--- config.mk ---
export PLATFORM = sky130hd
export DESIGN_NAME = plpd_queue
export DESIGN_NICKNAME = d
export VERILOG_FILES = /design/src/design/plpd_pkg.sv /design/src/design/plpd_queue.sv
export SDC_FILE = /design/constraint.sdc
export NUM_CORES = 1
export LEC_CHECK = 0
export BUFFER_PORTS_ARGS = -buffer_cell sky130_fd_sc_hd__buf_2
export CAP_MARGIN = 20
export CELL_PAD_IN_SITES_DETAIL_PLACEMENT = 1
export CELL_PAD_IN_SITES_GLOBAL_PLACEMENT = 1
export CORE_UTILIZATION = 41
export CTS_BUF_LIST = sky130_fd_sc_hd__clkbuf_8
export DETAILED_ROUTE_END_ITERATION = 8
export GPL_TIMING_DRIVEN = 0
export PLACE_DENSITY_LB_ADDON = 0.05
export SYNTH_ARGS = -nofsm -noshare
export SYNTH_HDL_FRONTEND = slang
export SYNTH_SLANG_ARGS = --single-unit
--- constraint.sdc ---
create_clock -name clk -period 6.3 [get_ports clk]
set_input_delay 0.315 -clock clk [delete_from_list [all_inputs] [get_ports clk]]
set_output_delay 0.315 -clock clk [all_outputs]
set_load 0.005 [all_outputs]
--- src/design/plpd_pkg.sv ---
// Shared constants and the queue status type for the point-line projection unit.
package plpd_pkg;

  localparam int COORD_WIDTH_DEF = 32;
  localparam int QUEUE_DEPTH     = 4;

  typedef struct packed {
    logic empty;
    logic full;
    logic almost_full;
  } plpd_qstat_t;

endpackage

--- src/design/plpd_queue.sv ---
// Short FIFO between the front end and the arithmetic back end.
module plpd_queue #(
  parameter int ENT_W = 6*plpd_pkg::COORD_WIDTH_DEF+5,
  parameter int DEPTH = plpd_pkg::QUEUE_DEPTH
) (
  input  logic                    clk,
  input  logic                    rst_n,
  input  logic                    push,
  input  logic [ENT_W-1:0]        push_data,
  output logic                    pop_valid,
  output logic [ENT_W-1:0]        pop_data,
  output plpd_pkg::plpd_qstat_t   stat
);

  import plpd_pkg::*;

  localparam int AW = (DEPTH > 1) ? $clog2(DEPTH) : 1;
  localparam int CW = $clog2(DEPTH + 1);

  logic [ENT_W-1:0] mem [DEPTH];
  logic [AW-1:0]    wr_ptr_r, rd_ptr_r;
  logic [CW-1:0]    count_r;
  logic             pop;
  logic             pop_valid_r;
  logic [ENT_W-1:0] pop_data_r;

  // back end never stalls: drain whenever something is queued
  assign pop       = (count_r != '0);
  assign pop_valid = pop_valid_r;
  assign pop_data  = pop_data_r;

  always_ff @(posedge clk) begin
    if (!rst_n) begin
      wr_ptr_r    <= '0;
      rd_ptr_r    <= '0;
      count_r     <= '0;
      pop_valid_r <= 1'b0;
    end else begin
      pop_valid_r <= pop;
      if (push) begin
        wr_ptr_r <= (wr_ptr_r == AW'(DEPTH-1)) ? '0 : wr_ptr_r + 1'b1;
      end
      if (pop) begin
        rd_ptr_r <= (rd_ptr_r == AW'(DEPTH-1)) ? '0 : rd_ptr_r + 1'b1;
      end
      if (push && !pop) begin
        count_r <= count_r + 1'b1;
      end else if (pop && !push) begin
        count_r <= count_r - 1'b1;
      end
    end
  end

  always_ff @(posedge clk) begin
    if (push) begin
      mem[wr_ptr_r] <= push_data;
    end
    if (pop) begin
      pop_data_r <= mem[rd_ptr_r];
    end
  end

  plpd_qstat_t stat_w;
  assign stat_w.empty       = (count_r == '0);
  assign stat_w.full        = (count_r == CW'(DEPTH));
  assign stat_w.almost_full = (count_r >= CW'(DEPTH-1));
  assign stat               = stat_w;

endmodule

==> impl_metrics.py <==
metrics = {
    "power_and_ir_drop": {
        "seq_power_share": 0.503,
        "p_sw_frac": 0.268,
        "internal_power_mw": 12.8,
        "switching_power_mw": 4.71,
        "clkPwrFrac": 0.287,
        "ir_drop_mv": 0.292,
        "power_density_mw_per_mm2": 402,
        "combPwrFrac": 0.210,
        "p_total_mw": 17.5,
        "p_leak_nw": 15.0,
    },
    "synthesis": {
        "seq_area_frac_synth": 0.855,
        "synth_nets": 1480,
        "synth-xor-area-share": 0.000504,
        "synthArstFlopShare": 0,
        "synth_adder_area_share": 0.00216,
        "synth_top_family_by_area": "multiplexers",
        "netlist_area_mm2": 0.0348,
        "ys_warn_count": 0,
        "synth-simple-area-share": 0.00317,
        "synth.area.top_cells": "edfxtp_1 85%, mux4_2 13%, dfxtp_1 0.46%",
        "yosysMostFrequentCell": "edfxtp_1",
        "synth_commonest_cells": "985 x edfxtp_1, 197 x mux4_2, 24 x buf_2",
        "synth_top_area_cell": "edfxtp_1",
        "synth_compound_area_frac": 0.00115,
        "ys_ff_latch": 993,
        "ys_types": 25,
        "postSynthCellCount": 1274,
        "synth_edf_count": 985,
        "synth_mux_area_frac": 0.129,
        "synthFlopType": "edfxtp_1",
        "synth_area_per_cell_um2": 27.3,
        "yosys.area.top_type_share": 0.851,
    },
    "setup_path": {
        "reg2reg_to": "pop_data[134]$_DFFE_PP_",
        "r2r_slack_ns": 3.70,
        "crit_type": "flip-flop to flip-flop",
        "worstPathMaxFanout": 81,
        "worstRegToRegCells": 5,
        "endpoint_kind": "flip-flop",
        "cp.arrival_ns": 3.03,
        "r2r-start": "count_r[0]$_SDFFE_PN0P_",
        "start_kind": "flip-flop",
        "cp.required_ns": 6.73,
    },
    "global_route": {
        "grt_max_degree": 82,
        "grt.overflow.total": 0,
        "grt_pass1_wl_um": 115000,
        "antenna_found_initial": 11,
        "track_usage": 0.184,
        "grt_pass1_vias": 18225,
    },
    "timing": {
        "fin_ws_ns": 3.70,
        "slew_headroom": 0.422,
        "fin_crit_sh": 0.413,
        "period_needed_ns": 2.60,
        "rsz0062_at_grt": "false",
        "slew_viol_final": 0,
        "worst_slew_pin_slew_ns": 0.867,
        "clock_skew_ns": 0.0272,
        "final_hold_viol_count": 0,
        "setup_viol": 0,
        "fmax_mhz": 384,
    },
    "floorplan": {
        "initial_core_util": 0.415,
        "chipHeight_um": 293,
        "io_pins": 401,
        "dieArea_mm2": 0.0860,
        "die_w_um": 293,
        "core.rowCount": 106,
        "core_area_mm2": 0.0838,
    },
    "placement": {
        "hpwl_um": 46900,
        "io_buffers": 400,
        "dp_cells": 2827,
        "dp_slack_ns": 3.66,
        "routabilityCongestion": 0.685,
    },
    "cts": {
        "ctsHoldBuffers": 200,
        "post_cts_resized": 0,
        "clockRootBuffer": "clkbuf_8",
        "clock_latency_ns": 0.79,
        "cts_setup_buffers": 0,
        "clk_pin_slew_worst_paths_ns": 0.06,
        "h-tree-depth": 4,
        "clockBufferDepth": 3,
        "cts_inserted_buffers": 168,
        "cts_tree": "yes",
        "cts.sink_count": 993,
    },
    "route": {
        "firstDrtPassIters": 4,
        "drtAntennaViolNets": 0,
        "vias_per_cell": 4.85,
        "wl_um": 77600,
        "drc": 0,
        "dr_total_vias": 16143,
        "drtIter0Drc": 728,
        "avgRoutedWirePerCell_um": 23.3,
    },
    "final_layout": {
        "drive_gt1_frac": 0.386,
        "layout.cells.non_filler": 3329,
        "nets": 2269,
        "final_util": 0.521,
        "syn2layout_area_growth_pct": 25.5,
    },
    "min_path": {
        "hold_end": "mem[0][13]$_DFFE_PP_",
        "hold_depth": 2,
        "hp-class": "input pin to flip-flop",
        "holdCritStartpoint": "push_data[13]",
    },
    "outcome": {
        "status": "finished, final reports clean",
    },
    "flow_run": {
        "max_cap_viol_count": 0,
    },
}
## final cells by class
type	instances	area, um^2
diodes	6	15.0
clock buffers	176	2420
inverters	3	18.8
clock inverters	120	489
well taps	1134	1420
fillers	7476	40200
flip-flops and latches	993	29700
multi-input cells	233	4730
repair buffers	619	4510
plain buffers	45	308
## per-stage QoR
step | cell area [um^2] | TNS, ns | hold slack [ns]
global placement | 38200 | -3765.94 | 0.495
detailed placement | 38700 | 0 | 0.525
CTS | 43600 | 0 | 0.165
global route | 43600 | 0 | 0.212
finish | 43700 | 0 | 0.263
floorplan | 34800 | 0 | 0.414
## cells by family after synthesis
logic type | Yosys count
mux | 201
xor+xnor | 2
fa+ha+maj | 6
buf+inv | 48
compound gates | 6
simple gates | 18
flops | 993
## critical path, cell delays in order, from the launching register on
cell     delay (ns)
dfxtp_1        0.29
buf_2          0.16
nor3_2         0.67
inv_8          0.35
buf_16         0.33
buf_16         0.28
## worst max path at each step
stage                              end  cells after the start  slack, ns                     start
2_1_floorplan      mem[0][0]$_DFFE_PP_                      3       0.70  wr_ptr_r[0]$_SDFFE_PN0P_
3_3_place_gp     mem[0][139]$_DFFE_PP_                      3      -4.25  wr_ptr_r[0]$_SDFFE_PN0P_
3_5_place_dp   pop_data[141]$_DFFE_PP_                      5       3.66   count_r[0]$_SDFFE_PN0P_
4_1_cts        pop_data[134]$_DFFE_PP_                      5       3.62   count_r[0]$_SDFFE_PN0P_
5_1_grt        pop_data[134]$_DFFE_PP_                      5       3.53   count_r[0]$_SDFFE_PN0P_
6_report       pop_data[134]$_DFFE_PP_                      5       3.70   count_r[0]$_SDFFE_PN0P_
## per-layer routing
metal | up-vias | GRT usage | share of wire
li1 | 7124 | - | -
met1 | 8445 | 0.221 | 0.40
met2 | 420 | 0.309 | 0.51
met3 | 140 | 0.0641 | 0.069
met4 | 14 | 0.0589 | 0.020
met5 | - | 0 | 0.0012
## flip-flops by register name, summed over array words and instances (netlist names)
signal and cells:
mem 788, wr_ptr_r 2, count_r 3, rd_ptr_r 2, pop_data 197, pop_valid 1
## power by group through the flow
| stage | Sequential, mW | Clock (mW) | Combinational [mW] |
|---|---|---|---|
| floorplan | 9.18 | 0 | 1.80 |
| global placement | 9.01 | 0 | 3.29 |
| detailed placement | 8.96 | 0 | 3.74 |
| CTS | 8.85 | 5.23 | 3.85 |
| global route | 8.92 | 5.50 | 4.02 |
| finish | 8.83 | 5.03 | 3.69 |
## cells in the final DEF (no fill, tap or decap)
cell type,synthesis,routed
dlygate4sd3_1,0,200
buf_6,14,14
or3_1,3,3
and2_4,0,4
buf_1,1,1
xor2_1,1,1
inv_1,3,66
ha_1,6,6
a21boi_1,1,1
nor2_1,1,1
clkinv_1,0,47
clkbuf_8,0,176
nand2b_1,1,1
diode_2,0,6
o21ai_0,2,2
nor3b_1,1,1
nand2_1,2,2
dfxtp_1,8,8
a21boi_0,1,1
buf_2,24,424
and2_1,5,1
mux2i_1,4,4
xnor2_1,1,1
a21o_1,2,2
buf_16,0,17
inv_8,0,1
nor3_2,1,1
buf_12,0,2
bufinv_16,0,1
clkinv_2,0,7
clkbuf_1,5,5
mux4_2,197,197
buf_4,1,1
edfxtp_1,985,985
clkinvlp_4,0,1
nor2b_1,4,4
Note: power is estimated with default switching activity, not from simulation.
