<file path="src/design/plpd_pkg.sv">
// Shared constants and the queue status type for the point-line projection unit.
package plpd_pkg;

  localparam int COORD_WIDTH_DEF = 32;
  localparam int QUEUE_DEPTH     = 4;

  typedef struct packed {
    logic empty;
    logic full;
    logic almost_full;
  } plpd_qstat_t;

endpackage

</file>
<file path="src/design/plpd_front.sv">
// Front end: captures a query, forms line and point offsets, flags coincident endpoints.
module plpd_front #(
  parameter int COORD_WIDTH = plpd_pkg::COORD_WIDTH_DEF
) (
  input  logic                          clk,
  input  logic                          rst_n,
  input  logic                          accept,
  input  logic signed [COORD_WIDTH-1:0] in_point_x,
  input  logic signed [COORD_WIDTH-1:0] in_point_y,
  input  logic signed [COORD_WIDTH-1:0] in_line_start_x,
  input  logic signed [COORD_WIDTH-1:0] in_line_start_y,
  input  logic signed [COORD_WIDTH-1:0] in_line_end_x,
  input  logic signed [COORD_WIDTH-1:0] in_line_end_y,
  output logic                          push,
  output logic [6*COORD_WIDTH+4:0]      push_data
);

  localparam int W = COORD_WIDTH;

  logic signed [W:0] vx, vy, wx, wy;
  logic              deg;
  logic              valid_r;
  logic [6*W+4:0]    ent_r, ent_nxt;

  assign vx  = {in_line_end_x[W-1], in_line_end_x} - {in_line_start_x[W-1], in_line_start_x};
  assign vy  = {in_line_end_y[W-1], in_line_end_y} - {in_line_start_y[W-1], in_line_start_y};
  assign wx  = {in_point_x[W-1], in_point_x} - {in_line_start_x[W-1], in_line_start_x};
  assign wy  = {in_point_y[W-1], in_point_y} - {in_line_start_y[W-1], in_line_start_y};
  assign deg = (in_line_end_x == in_line_start_x) && (in_line_end_y == in_line_start_y);

  assign ent_nxt = {deg, in_line_start_x, in_line_start_y, vx, vy, wx, wy};

  always_ff @(posedge clk) begin
    if (!rst_n) begin
      valid_r <= 1'b0;
    end else begin
      valid_r <= accept;
    end
  end

  always_ff @(posedge clk) begin
    if (accept) begin
      ent_r <= ent_nxt;
    end
  end

  assign push      = valid_r;
  assign push_data = ent_r;

endmodule

</file>
<file path="config.mk">
export PLATFORM = sky130hd
export DESIGN_NAME = plpd_front
export DESIGN_NICKNAME = d
export VERILOG_FILES = /design/src/design/plpd_pkg.sv /design/src/design/plpd_front.sv
export SDC_FILE = /design/constraint.sdc
export NUM_CORES = 1
export LEC_CHECK = 0
export CORE_AREA = 2 2 153 155
export DETAILED_ROUTE_END_ITERATION = 8
export DIE_AREA = 0 0 155 157
export DONT_BUFFER_PORTS = 1
export HOLD_SLACK_MARGIN = 0.02
export PLACE_DENSITY = 0.78
export RECOVER_POWER = 100
export SLEW_MARGIN = 20
export SYNTH_ARGS = -nofsm -noshare
export SYNTH_HDL_FRONTEND = slang
export SYNTH_SLANG_ARGS = --single-unit
</file>
<file path="constraint.sdc">
create_clock -name clk -period 2.7 [get_ports clk]
set_clock_uncertainty 0.15 [all_clocks]
set_input_delay 0.27 -clock clk [delete_from_list [all_inputs] [get_ports clk]]
set_output_delay 0.27 -clock clk [all_outputs]
set_load 0.03 [all_outputs]
</file>
==> impl_metrics.toml, run 1 <==
[flow_run]
maxCapViolCount = 0

[timing]
clock.fmax_mhz = 378
hold_ws_ps = -206
slew_viol_final = 0
finalSetupViolations = 0
min_period_ps = 2640
slew-limit-headroom = 0.562
fin_setup_tns_ps = 0
fin_crit_sh = 0.979
tightest_slew_ps = 640
hold_viol_final = 78

[synthesis]
ys_types = 66
synth_top_area_cell = "edfxtp_1"
synth_top_family_by_area = "compound AO/OA/AOI/OAI gates"
ys.warnings.count = 0
synth_seq_area_share = 0.475
synth-simple-area-share = 0.0986
synth_edf_count = 197
synth-seq-cells = 198
synth_commonest_cells = "edfxtp_1, ha_1, a21oi_1, inv_1, xnor2_1"
syn_nets = 1474
synthArstFlopShare = 0
synth_most_common_cell = "edfxtp_1"
yosysTopAreaCellShare = 0.473
yosys-top-cells-area = "edfxtp_1, ha_1, xnor2_1"
ys.flop_type = "edfxtp_1"
synth_fa_ha_area_frac = 0.134
synthCells = 1147
synth.cell_area_um2 = 12500
synth.avg_cell_area_um2 = 10.9
synth_xor_area_frac = 0.0756
synthMuxAreaShare = 0.000901
synth_compound_area_frac = 0.180

[drt]
via_count = 10200
drtAntennaViolNets = 0
wl_mm = 35.6
routedWlPerCell_um = 20.8
first_pass_iters = 5
drc = 0
via_per_inst = 5.92
drt_iter0_markers = 651

[final_layout]
drive_above_1_share = 0.185
syn_to_final_growth_pct = 25.8
seq_area_um2 = 5940
fin_util = 0.699
fin_nets = 1745
fin_cells = 1716
n_antenna_cell = 0
multiInputGateArea_um2 = 6250
n_fill_cell = 1571

[power_and_ir_drop]
ir_drop_mv = 0.335
power_density_nw_per_um2 = 622
p_seq_frac = 0.509
combPwrFrac = 0.228
clkPwrFrac = 0.263
power.internal_mw = 6.39
switching_share = 0.347
leakagePower_nw = 6.76
power_switching_mw = 3.39
fin_total_pwr_mw = 9.78

[worst_setup_path]
critPathLaunchType = "input pin"
critical_path.startpoint = "in_point_y[0]"
cp_max_fo = 2
crit_type = "in2reg"
max_stage_delay_ps = 380
end_kind = "flip-flop"
worst_ep_arrival_time_ps = 2670
crit_chain = "inv_8 > ha_4 > fa_2 > nor2b_2 > o31a_1 > o311ai_4 > a311oi_1 > buf_4 > o2111ai_4 > a2111oi_2 > o31a_1 > o21a_1 > o22ai_1"
critPathSlowestCell = "a2111oi_2"
critPathRequiredTime_ps = 2730
crit_top_cell = "o31a_1"

[global_routing]
grt.overflow.total = 0
grt_usage = 0.283
grt_pass1_vias = 10200
grt_start_max_net_pins = 199
antenna_found_initial = 0
grt_pass1_wl_mm = 53.2

[cts]
cts_tree = "built"
cts_inserted_buffers = 17
cts-htree-levels = 4
cts_sinks = 198
clock_tree.root_cell = "clkbuf_16"
clock_path_buffers = 2
holdBufCountCts = 72
clk_pin_slew_ps = 80

[die]
start_util = 0.556
die_w_um = 155
io-pin-count = 393
die_height_um = 157
die_area_um2 = 24300
placement_rows = 55
design.core.area_um2 = 22500

[run_status]
violations = "hold timing"
run_status = "finished, violations left"

[place]
hpwl_mm = 27.0
gp_congestion = 0.944
numPortBuffers = 0
dp_cells = 1610

[hold_path]
min_from = "accept"
hp-class = "in2reg"
==> power by group through the flow <==
stage	sequential (mW)	combinational [mW]	clock (mW)
global placement	5.05	2.01	0
CTS	4.98	2.17	2.60
global route	5.01	2.44	2.70
detailed placement	5.05	2.05	0
finish	4.98	2.23	2.57
floorplan	4.93	1.36	0
==> final timing paths <==
path	endpoint	slack [ps]	depth (start not counted)
max	push_data[32]$_DFFE_PP_	60	13
min	push_data[189]$_DFFE_PP_	-210	0
==> kinds of logic (layout without fill, tap and decap cells) <==
family | Yosys count | count (layout)
flip-flops | 198 | 198
adder cells (fa/ha/maj) | 132 | 132
AO/OA/AOI/OAI | 338 | 338
buffers and inverters | 118 | 402
XOR/XNOR | 108 | 108
multiplexers | 1 | 1
AND/OR/NAND/NOR | 252 | 252
==> timing repair <==
item	4_1_cts	5_1_grt
buffers inserted	0	2
gates resized for setup	0	15
endpoints found under the hold margin	268	197
setup endpoints to repair	0	14
==> worst max-delay path, delay by kind of cell <==
| family | cells | cell delay, ps |
|---|---|---|
| AO/OA/AOI/OAI | 8 | 1570 |
| adder cells (fa/ha/maj) | 2 | 490 |
| buffers and inverters | 2 | 190 |
| AND/OR/NAND/NOR | 1 | 140 |
==> per-stage QoR <==
step                setup WS, ps  instance area [um2]  hold WS (ps)
floorplan                   -116                12600           219
global placement            -381                14300           219
CTS                         14.5                15600          -209
detailed placement          -437                14300           219
finish                      56.0                15700          -206
global route               -43.5                15700          -224
==> state kept, by name, summed over array words and instances, names as in the netlist <==
name / count
push_data: 197
push: 1
==> layout by cell type (no fill, tap or decap), drive strengths merged, types with 29 or more instances in the layout <==
cell           n
dlygate4sd3   72
xnor2         79
nor2          71
edfxtp       197
buf          191
nand2         54
ha           128
o21ai         64
inv          110
a21oi        103
a21o          51
xor2          29
==> final cells by class <==
type / instances / area share
inverters: 103 / 0.0255
clock inverters: 15 / 0.0106
well taps: 285 / 0.0227
repair buffers: 267 / 0.139
multi-input cells: 831 / 0.397
flip-flops and latches: 198 / 0.377
clock buffers: 17 / 0.0270
==> per-layer routing <==
metal	vias to the layer above	part of all wire	GRT usage
met5	-	0	0
met4	0	0.049	0.142
met3	102	0.085	0.0856
met2	469	0.49	0.497
met1	4773	0.37	0.312
li1	4813	-	-
No activity file was read; power rests on OpenSTA's default activity.
==> inputs of run 2 (changes only) <==
--- a/config.mk
+++ b/config.mk
@@ -11,7 +11,7 @@
 export DONT_BUFFER_PORTS = 1
 export HOLD_SLACK_MARGIN = 0.02
 export PLACE_DENSITY = 0.78
-export RECOVER_POWER = 100
+export RECOVER_POWER = 25
 export SLEW_MARGIN = 20
 export SYNTH_ARGS = -nofsm -noshare
 export SYNTH_HDL_FRONTEND = slang
==> run 2 against run 1 <==
  * Critical endpoint unchanged
  * The run still ends with hold timing left
  * Critical path type unchanged
  * Non-clock buffer count unchanged
  * Highest routed layer unchanged
  * Worst hold slack is essentially flat
  * Flip-flop and latch count is the same
==> impl_metrics.toml, run 2 (synthesized netlist as in run 1, its figures left out) <==
[place]
placed_area_um2 = 14300
numPortBuffers = 0
gp_congestion = 0.944
hpwl_mm = 27.0

[timing]
slew_viol_final = 0
hold_viol_final = 90
finalSetupViolations = 0
slew-limit-headroom = 0.559
tightest_slew_ps = 646
clock.fmax_mhz = 380
fin_crit_sh = 0.975
hold_ws_ps = -206
min_period_ps = 2630

[final_layout]
layout_commonest_cell = "edfxtp_1"
n_fill_cell = 1568
n_antenna_cell = 0
final_area_um2 = 15700
fin_util = 0.699
fin_nets = 1745
drive_above_1_share = 0.187
multiInputGateArea_um2 = 6250
seq_area_um2 = 5940
mostFrequentLayoutCells = "edfxtp_1, buf_4, ha_1"
syn_to_final_growth_pct = 25.8
largest_reg_flops = 197

[cts]
clock_path_buffers = 2
cts_sinks = 198
clock_tree.root_cell = "clkbuf_16"
cts_tree = "built"
cts-htree-levels = 4
cts_inserted_buffers = 17
clk_pin_slew_ps = 80
holdBufCountCts = 72

[drt]
drc = 0
routedWlPerCell_um = 20.7
wl_mm = 35.6
first_pass_iters = 5
via_count = 10100
drtAntennaViolNets = 0
via_per_inst = 5.90
drt_iter0_markers = 664

[global_routing]
antenna_found_initial = 0
grt_pass1_wl_mm = 53.2
grt_start_max_net_pins = 199
grt_usage = 0.283
grt.overflow.total = 0
grt_pass1_vias = 10200

[worst_setup_path]
crit_type = "in2reg"
end_kind = "flip-flop"
worst_ep_arrival_time_ps = 2660
cp_top_family = "compound AO/OA/AOI/OAI gates"
cp_max_fo = 2
critPathSlowestCell = "a2111oi_2"
crit_chain = "inv_8 > ha_4 > fa_2 > nor2b_2 > o31a_1 > o311ai_4 > a311oi_1 > buf_4 > o2111ai_4 > a2111oi_2 > o31a_1 > o21a_1 > o22ai_1"
max_stage_delay_ps = 380
critPathLaunchType = "input pin"
crit_buf_inv = 2
crit_top_cell = "o31a_1"
critPathRequiredTime_ps = 2730

[power_and_ir_drop]
ir_drop_mv = 0.335
fin_total_pwr_mw = 9.78
leakagePower_nw = 6.76
power_density_nw_per_um2 = 622

[die]
design.core.area_um2 = 22500
start_util = 0.556
die_height_um = 157
die_area_um2 = 24300
placement_rows = 55
io-pin-count = 393
die_w_um = 155

[hold_path]
hp-class = "in2reg"

[run_status]
violations = "hold timing"
run_status = "finished, violations left"

[flow_run]
maxCapViolCount = 0
-- run 2: changes by cell type in the layout (fill, tap and decap cells not counted), sizes merged --
cell / before / now
buf: 191 / 195
clkbuf: 21 / 17
-- run 2: layer usage --
layer  up-vias  part of all wire  global-route usage
met3       104             0.084              0.0856
met2       458              0.49               0.497
li1       4814                 -                   -
met1      4749              0.37               0.312
met5         -                 0                   0
met4         0             0.049               0.142
-- run 2: metrics by stage --
stage	setup slack [ps]	instances	hold WS, ps	setup TNS (ps)
2_1_floorplan	-116	1147	219	-318
3_3_place_gp	-381	1610	219	-7740
3_5_place_dp	-437	1610	219	-9870
4_1_cts	14.5	1714	-209	0
5_1_grt	-43.5	1716	-224	-67.2
6_report	66.6	1716	-206	0
-- run 2: what timing repair did --
action	4_1_cts	5_1_grt
resized for setup	0	15
endpoints found under the setup margin	0	14
buffers inserted	0	2
endpoints found under the hold margin	268	197
-- run 2: power by group --
part           switching (mW)  total, mW  internal (mW)
logic                    1.12       2.23           1.11
clock network            1.25       2.57           1.32
registers                1.03       4.98           3.95
-- run 2: worst paths after layout --
path / from / end / slack (ps) / cells past startpoint
max: in_point_y[0] / push_data[32]$_DFFE_PP_ / 70 / 13
min: accept / push_data[189]$_DFFE_PP_ / -210 / 0
-- run 2: cell type report --
| class | instances | area share |
|---|---|---|
| clock buffer | 17 | 0.0270 |
| clock inverter | 15 | 0.0106 |
| inverter | 103 | 0.0255 |
| multi-input combinational | 831 | 0.397 |
| sequential | 198 | 0.377 |
| tap | 285 | 0.0227 |
| timing repair buffer | 267 | 0.140 |
==> inputs of run 3 (changes only) <==
--- a/config.mk
+++ b/config.mk
@@ -5,13 +5,14 @@
 export SDC_FILE = /design/constraint.sdc
 export NUM_CORES = 1
 export LEC_CHECK = 0
-export CORE_AREA = 2 2 153 155
+export CORE_AREA = 2 2 152 154
 export DETAILED_ROUTE_END_ITERATION = 8
-export DIE_AREA = 0 0 155 157
+export DIE_AREA = 0 0 154 156
 export DONT_BUFFER_PORTS = 1
 export HOLD_SLACK_MARGIN = 0.02
-export PLACE_DENSITY = 0.78
+export PLACE_DENSITY = 0.76
 export RECOVER_POWER = 25
+export REMOVE_ABC_BUFFERS = 1
 export SLEW_MARGIN = 20
 export SYNTH_ARGS = -nofsm -noshare
 export SYNTH_HDL_FRONTEND = slang
==> constraint.sdc (replaced) <==
create_clock -name clk -period 2.58 [get_ports clk]
set_clock_uncertainty 0.15 [all_clocks]
set_input_delay 0.258 -clock clk [delete_from_list [all_inputs] [get_ports clk]]
set_output_delay 0.258 -clock clk [all_outputs]
set_load 0.03 [all_outputs]
==> run 3 against run 2 <==
  * The run ends with hold timing, setup timing left
  * Final area is 2.3% higher
  * Non-clock buffer count is 40 higher
  * Total power is 7.5% higher
  * Worst hold slack worse by 7.7 ps
  * Count of clock-buffer cells in the layout stayed put
  * Cell count is 2.3% higher
  * Global-route usage is 1.5 points higher
  * Core utilization is 2.1 points higher
  * Critical endpoint unchanged
  * Via count is 2.8% higher
  * Die area is 1.3% lower
  * Critical path depth stayed put
==> impl_metrics.toml, run 3 (synthesized netlist as in run 1, its figures left out) <==
[worst_setup_path]
critPathSlowestCell = "fa_2"
crit_top_cell = "o31a_1"
max_stage_delay_ps = 370
cp_max_fo = 2
critPathRequiredTime_ps = 2620
crit_chain = "inv_8 > ha_4 > fa_2 > nor2b_2 > o31a_1 > o311ai_4 > a311oi_1 > buf_4 > o2111ai_4 > a2111oi_4 > o31a_1 > o21a_1 > o22ai_1"
worst_ep_arrival_time_ps = 2640
cp_top_family = "compound AO/OA/AOI/OAI gates"
crit_type = "in2reg"
end_kind = "flip-flop"
crit_buf_inv = 2
critPathLaunchType = "input pin"

[die]
die_area_um2 = 24000
die_w_um = 154
placement_rows = 55
io-pin-count = 393
design.core.area_um2 = 22400
start_util = 0.559
die_height_um = 156

[cts]
holdBufCountCts = 73
cts_sinks = 198
cts_inserted_buffers = 17
cts-htree-levels = 4
clock_path_buffers = 2
clock_tree.root_cell = "clkbuf_16"
clk_pin_slew_ps = 90
cts_tree = "built"

[timing]
final.setup.worst_slack_ps = -25.6
hold_viol_final = 60
tightest_slew_ps = 456
fin_setup_tns_ps = -25.6
clock.fmax_mhz = 384
slew_viol_final = 0
rsz0062_at_grt = "true"
min_period_ps = 2610
finalSetupViolations = 1
slew-limit-headroom = 0.693
fin_crit_sh = 1.01
hold_ws_ps = -214

[drt]
routedWlPerCell_um = 21.4
via_per_inst = 5.93
drtAntennaViolNets = 0
drc = 0
first_pass_iters = 5
drt_iter0_markers = 727
wl_mm = 37.5
via_count = 10400

[power_and_ir_drop]
fin_total_pwr_mw = 10.5
ir_drop_mv = 0.364
leakagePower_nw = 6.97
power_density_nw_per_um2 = 653

[hold_path]
hold_depth = 0
hp-class = "in2reg"
min_from = "accept"
hold_end = "push_data[58]$_DFFE_PP_"

[final_layout]
n_antenna_cell = 0
drive_above_1_share = 0.213
fin_util = 0.720
n_fill_cell = 1502
final_area_um2 = 16100
multiInputGateArea_um2 = 6300
layout_commonest_cell = "buf_4"
syn_to_final_growth_pct = 28.8
seq_area_um2 = 5940
fin_nets = 1785
mostFrequentLayoutCells = "buf_4, edfxtp_1, ha_1"
largest_reg_flops = 197

[flow_run]
maxCapViolCount = 0

[global_routing]
antenna_found_initial = 0
grt_pass1_wl_mm = 55.4
grt.overflow.total = 0
grt_start_max_net_pins = 199
grt_usage = 0.298
grt_pass1_vias = 10400

[place]
hpwl_mm = 27.5
numPortBuffers = 0
placed_area_um2 = 14500
gp_congestion = 0.970

[run_status]
violations = "hold timing, setup timing"
run_status = "finished, violations left"
-- run 3: final cells by class --
type / instances / share of cell area
flip-flops and latches: 198 / 0.369
clock inverters: 15 / 0.0129
multi-input cells: 831 / 0.391
well taps: 285 / 0.0221
inverters: 103 / 0.0245
repair buffers: 307 / 0.154
clock buffers: 17 / 0.0264
-- run 3: worst max path at each step --
stage / from / slack, ps / depth (start not counted) / end
3_5_place_dp: in_point_y[0] / -700 / 13 / push_data[32]$_DFFE_PP_
4_1_cts: in_line_start_y[2] / 9 / 13 / push_data[30]$_DFFE_PP_
6_report: in_point_y[0] / -30 / 13 / push_data[32]$_DFFE_PP_
5_1_grt: in_line_start_y[2] / -80 / 12 / push_data[26]$_DFFE_PP_
2_1_floorplan: in_point_y[0] / -390 / 12 / push_data[32]$_DFFE_PP_
3_3_place_gp: in_point_y[0] / -680 / 13 / push_data[32]$_DFFE_PP_
-- run 3: stage by stage --
step | setup WS, ps | instances
2_1_floorplan | -392 | 1132
3_3_place_gp | -677 | 1648
3_5_place_dp | -703 | 1648
4_1_cts | 9.42 | 1754
5_1_grt | -77.6 | 1756
6_report | -25.6 | 1756
-- run 3: where the power goes --
part           switching [mW]  total, mW  internal, mW  leakage (nW)
logic                    1.21       2.43          1.22          4.73
clock network            1.37       2.87          1.50         0.311
registers                1.08       5.22          4.14          1.94
total                    3.66       10.5          6.86          6.97
-- run 3: repair_timing --
| item | in CTS | in global routing |
|---|---|---|
| buffers inserted | 1 | 2 |
| setup endpoints to repair | 4 | 26 |
| gates resized for setup | 8 | 35 |
| endpoints found under the hold margin | 269 | 197 |
| pin swaps | 4 | 11 |
-- run 3: metal layers --
metal	GRT usage	wire length, um	vias up
met3	0.0861	3130	96
met1	0.321	13700	4926
met2	0.549	19300	506
met4	0.120	1400	0
li1	-	-	4885
met5	0	0	-
